`src/rtl/bfknn_pkg.sv`:
```
package bfknn_pkg;

    localparam int CAPACITY_DEF     = 256;
    localparam int MAX_DIM_DEF      = 16;
    localparam int MAX_K_DEF        = 16;
    localparam int ELEMENT_BITS_DEF = 16;

    localparam int KEY_W    = 32;
    localparam int DIST_W   = 36;
    localparam int STATUS_W = 3;
    localparam int DIM_W    = 5;
    localparam int TOPK_W   = 5;
    localparam int OP_W     = 2;
    // wide enough for counts up to the largest MAX_DIM and MAX_K plus one
    localparam int CMP_W    = 8;

    localparam logic [DIST_W-1:0] DIST_MAX = '1;

    localparam logic [OP_W-1:0] OP_ADD    = 2'd0;
    localparam logic [OP_W-1:0] OP_REMOVE = 2'd1;
    localparam logic [OP_W-1:0] OP_GET    = 2'd2;
    localparam logic [OP_W-1:0] OP_SEARCH = 2'd3;

    localparam logic [STATUS_W-1:0] STAT_OK        = 3'd0;
    localparam logic [STATUS_W-1:0] STAT_KEY_EXIST = 3'd1;
    localparam logic [STATUS_W-1:0] STAT_NOT_FOUND = 3'd2;
    localparam logic [STATUS_W-1:0] STAT_FULL      = 3'd3;
    localparam logic [STATUS_W-1:0] STAT_LEN_ERR   = 3'd4;
    localparam logic [STATUS_W-1:0] STAT_NO_RESULT = 3'd5;

    typedef struct packed {
        logic clear;
        logic ins;
        logic pop;
    } cell_ctl_t;

endpackage

```
`src/rtl/bfknn_cell.sv`:
```
module bfknn_cell #(
    parameter int SLOT_W = 8
) (
    input  logic                            aclk,
    input  logic                            aresetn,
    input  bfknn_pkg::cell_ctl_t            ctl,
    input  logic [bfknn_pkg::DIST_W-1:0]    cand_dist,
    input  logic [SLOT_W-1:0]               cand_slot,
    input  logic                            left_lt,
    input  logic                            left_vld,
    input  logic [bfknn_pkg::DIST_W-1:0]    left_dist,
    input  logic [SLOT_W-1:0]               left_slot,
    input  logic                            right_vld,
    input  logic [bfknn_pkg::DIST_W-1:0]    right_dist,
    input  logic [SLOT_W-1:0]               right_slot,
    output logic                            vld,
    output logic [bfknn_pkg::DIST_W-1:0]    cur_dist,
    output logic [SLOT_W-1:0]               slot,
    output logic                            lt
);
    import bfknn_pkg::*;

    logic              vld_reg, vld_next;
    logic [DIST_W-1:0] dist_reg, dist_next;
    logic [SLOT_W-1:0] slot_reg, slot_next;

    // equal distance keeps the older (lower) slot in front
    assign lt       = !vld_reg || (cand_dist < dist_reg);
    assign vld      = vld_reg;
    assign cur_dist = dist_reg;
    assign slot     = slot_reg;

    always_comb begin
        vld_next  = vld_reg;
        dist_next = dist_reg;
        slot_next = slot_reg;
        priority if (ctl.clear) begin
            vld_next = 1'b0;
        end else if (ctl.ins && lt) begin
            if (left_lt) begin
                vld_next  = left_vld;
                dist_next = left_dist;
                slot_next = left_slot;
            end else begin
                vld_next  = 1'b1;
                dist_next = cand_dist;
                slot_next = cand_slot;
            end
        end else if (ctl.pop) begin
            vld_next  = right_vld;
            dist_next = right_dist;
            slot_next = right_slot;
        end
    end

    always_ff @(posedge aclk) begin
        if (!aresetn) begin
            vld_reg <= 1'b0;
        end else begin
            vld_reg <= vld_next;
        end
        dist_reg <= dist_next;
        slot_reg <= slot_next;
    end
endmodule

```
`config.mk`:
```
export PLATFORM = sky130hd
export DESIGN_NAME = bfknn_cell
export DESIGN_NICKNAME = d
export VERILOG_FILES = /design/src/rtl/bfknn_pkg.sv /design/src/rtl/bfknn_cell.sv
export SDC_FILE = /design/constraint.sdc
export NUM_CORES = 1
export LEC_CHECK = 0
export BUFFER_PORTS_ARGS = -buffer_cell sky130_fd_sc_hd__buf_2
export CAP_MARGIN = 20
export CELL_PAD_IN_SITES_DETAIL_PLACEMENT = 0
export CELL_PAD_IN_SITES_GLOBAL_PLACEMENT = 2
export CORE_MARGIN = 4
export CORE_UTILIZATION = 25
export CTS_CLUSTER_DIAMETER = 80
export CTS_CLUSTER_SIZE = 28
export DETAILED_ROUTE_END_ITERATION = 8
export PLACE_DENSITY_LB_ADDON = 0.15
export REMOVE_ABC_BUFFERS = 1
export SYNTH_ARGS = -nofsm -noshare
export SYNTH_HDL_FRONTEND = slang
export SYNTH_SLANG_ARGS = --single-unit
```
`constraint.sdc`:
```
create_clock -name aclk -period 4.6 [get_ports aclk]
set_input_delay 0.23 -clock aclk [delete_from_list [all_inputs] [get_ports aclk]]
set_output_delay 0.23 -clock aclk [all_outputs]
set_load 0.1 [all_outputs]
```
==> flow_metrics.tcl <==
set metrics [dict create \
    critPathLaunchType "flip-flop" \
    total_area_of_multi_input_combinational_cells_um2 1960 \
    routed_wire_length_per_instance_um 15.8 \
    clkSlewWorstSetupHoldPaths_ns 0.07 \
    pwr_density_cell_nw_per_um2 294 \
    antenna_found_initial 1 \
    routed_wirelength_um 10200 \
    clk_latency_ns 0.30 \
    netlist_area_um2 3560 \
    synth-seq-area-share_pct 37.6 \
    grt_start_max_net_pins 30 \
    yosys_warnings 0 \
    io_buffer_count 185 \
    cts.sink_count 45 \
    vias_in_the_first_global_route 3077 \
    die_w_um 127 \
    asyncSetResetFlopFracSynth_pct 0 \
    instances_no_fill 644 \
    dr_total_vias 2812 \
    finalCoreUtilization_pct 34.3 \
    drc 0 \
    grt_residual_overflow 0 \
    antenna_left 0 \
    areaGrowthSynthToFinish_pct 34.3 \
    maxCapViolations 0 \
    num-nets-final 638 \
    fill_cells 1429 \
    final_hpwl_from_detailed_placement_um 8260 \
    timing.hold.ws_ns 0.217 \
    floorplan_core_area_um2 13900 \
    synth_common_cells "51 x sky130_fd_sc_hd__mux2_2, 44 x sky130_fd_sc_hd__edfxtp_1, 38 x sky130_fd_sc_hd__inv_1, 38 x sky130_fd_sc_hd__mux2_4, 35 x sky130_fd_sc_hd__ha_1" \
    ios 186 \
    post-place-ws_ns 0.973 \
    hold_path.class "in2reg" \
    postSynthRegisterBits 45 \
    critPathSlowestCell "sky130_fd_sc_hd__or4b_1" \
    worstPathCellList "inv_1, ha_1, and4_2, nand4_1, or3_4, or4b_1, o211ai_1, a211o_4, buf_4, mux2_2" \
    floorplan.die.height_um 127 \
    path_class "reg2reg" \
    routabilityCongestion 0.742 \
    place.detailed.instances 636 \
    std_cell_rows 43 \
    run_status "completed" \
    final_hold_viol_count 0 \
    r2r.worst_path.cells 10 \
    cellLeakagePower_nw 2.37 \
    grt_usage_pct 12.5 \
    max-clock-path-buffers 2 \
    ff_latch_area_um2 1340 \
    final_max_slew_viol_count 0 \
    post-route-cell-area_um2 4780 \
    finClkSkew_ns 0.00840 \
    timing_worst_slew_pin_value_ns 0.539 \
    power.total_mw 1.40 \
    fin_crit_ns 3.58 \
    worst_setup_path_end_kind "flip-flop" \
    yosysTopAreaCellShare_pct 37.1 \
    edff_count_synth 44 \
    vias_per_inst 4.37 \
    largest_register_ffs 36 \
    max_freq_mhz 279 \
    worst_slack_ns 1.02 \
    post_dp_cell_area_um2 4650 \
    sum_neg_setup_slack_ns 0 \
    ctsRootBufferMaster "sky130_fd_sc_hd__clkbuf_16" \
    post-route-period-util_pct 77.8 \
    design.die.area_um2 16200 \
    yosys.cell_count.top_type "sky130_fd_sc_hd__mux2_2" \
    tritoncts_clock_tree "done" \
    drive_gt1_share_pct 62.7 \
    post_synth_num_cell_types 34 \
    final-setup-viol-count 0 \
    tritoncts_buffer_count 5 \
    floorplan.initialDensity_pct 25.6 \
    post_cts_buffers 0 \
    vdd_drop_max_mv 0.157 \
    synth-main-ff-cell "sky130_fd_sc_hd__edfxtp_1" \
    count_of_inserted_antenna_diode_cells 0 \
    path_max_fanout 19 \
    yosysTopAreaCell "sky130_fd_sc_hd__edfxtp_1" \
    postCtsHoldBufs 0 \
    cts_resized 0 \
    syn_area_per_cell_um2 12.9 \
    grt_pass1_wl_um 15800 \
    drtIter0Drc 48 \
    crit_path_max_incr_delay_ns 0.50 \
    worst_relative_slew_slack_pct 64.1 \
    critical_path_required_ns 4.65 \
    hold_path_depth 3 \
    synth_area_leaders "sky130_fd_sc_hd__edfxtp_1 37%, sky130_fd_sc_hd__mux2_2 16%, sky130_fd_sc_hd__mux2_4 16%, sky130_fd_sc_hd__ha_1 12%, sky130_fd_sc_hd__inv_1 4.0%" \
    postSynthCellCount 276 \
    worst_ep_arrival_time_ns 3.63 \
    rsz_0062_raised_after_global_routing "no" \
    drt_pass1_iterations 4 \
    h-tree-depth 2 \
]
## power by group
part	switching [mW]	internal [mW]	total (mW)
Sequential	0.0135	0.492	0.505
Combinational	0.348	0.187	0.535
Clock	0.167	0.197	0.364
Total	0.528	0.876	1.40
## layer usage
layer | up-vias | part of all wire, % | GRT usage, %
met5 | - | 0.13 | 0
met4 | 2 | 0.91 | 3.03
met3 | 9 | 13 | 6.44
met2 | 133 | 44 | 20.0
met1 | 1273 | 43 | 15.0
li1 | 1395 | - | -
## placed cells by master (no fill, tap or decap), types with 2 or more instances in the layout
cell                        instances
sky130_fd_sc_hd__a21o_1             2
sky130_fd_sc_hd__buf_4              4
sky130_fd_sc_hd__mux2_2            51
sky130_fd_sc_hd__nand3_1            4
sky130_fd_sc_hd__ha_1              35
sky130_fd_sc_hd__o21ai_0            4
sky130_fd_sc_hd__clkbuf_16          5
sky130_fd_sc_hd__nor2_1             3
sky130_fd_sc_hd__a221oi_1           2
sky130_fd_sc_hd__mux2_4            38
sky130_fd_sc_hd__a21oi_1           11
sky130_fd_sc_hd__buf_2            185
sky130_fd_sc_hd__a211oi_1           2
sky130_fd_sc_hd__edfxtp_1          44
sky130_fd_sc_hd__inv_1             38
sky130_fd_sc_hd__nand2_1            9
sky130_fd_sc_hd__nand4_1            6
sky130_fd_sc_hd__clkinv_1           2
## cell families after synthesis
| group | synth area share (%) |
|---|---|
| buffers and inverters | 7.83 |
| AOI/OAI and AO/OA | 5.13 |
| adders and majority gates | 12.3 |
| muxes | 32.4 |
| and+or+nand+nor | 4.71 |
| DFF | 37.6 |
## path summary, 6_finish.rpt
| kind | to | slack (ns) | startpoint |
|---|---|---|---|
| setup reg to reg | slot[3]$_DFFE_PP_ | 1.02 | cur_dist[34]$_DFFE_PP_ |
| hold / removal | vld$_SDFFE_PP0P_ | 0.22 | left_vld |
| hold reg to reg | vld$_SDFFE_PP0P_ | 0.78 | vld$_SDFFE_PP0P_ |
| setup / recovery | slot[3]$_DFFE_PP_ | 1.02 | cur_dist[34]$_DFFE_PP_ |
## worst max-delay path, delay by kind of cell, from the launching register on
kind / cells / cell delay (ns)
buf+inv: 2 / 0.43
mux: 1 / 0.37
simple gates: 4 / 1.30
compound gates: 2 / 0.58
flops: 1 / 0.34
fa+ha+maj: 1 / 0.30
## final cells by class
class,count,share of cell area (%)
clock inverter,3,0.262
timing repair buffer,190,20.4
multi-input combinational,183,41.0
inverter,38,2.98
clock buffer,5,2.62
sequential,45,28.0
tap,180,4.71
Power figures use the tool's default switching activity.
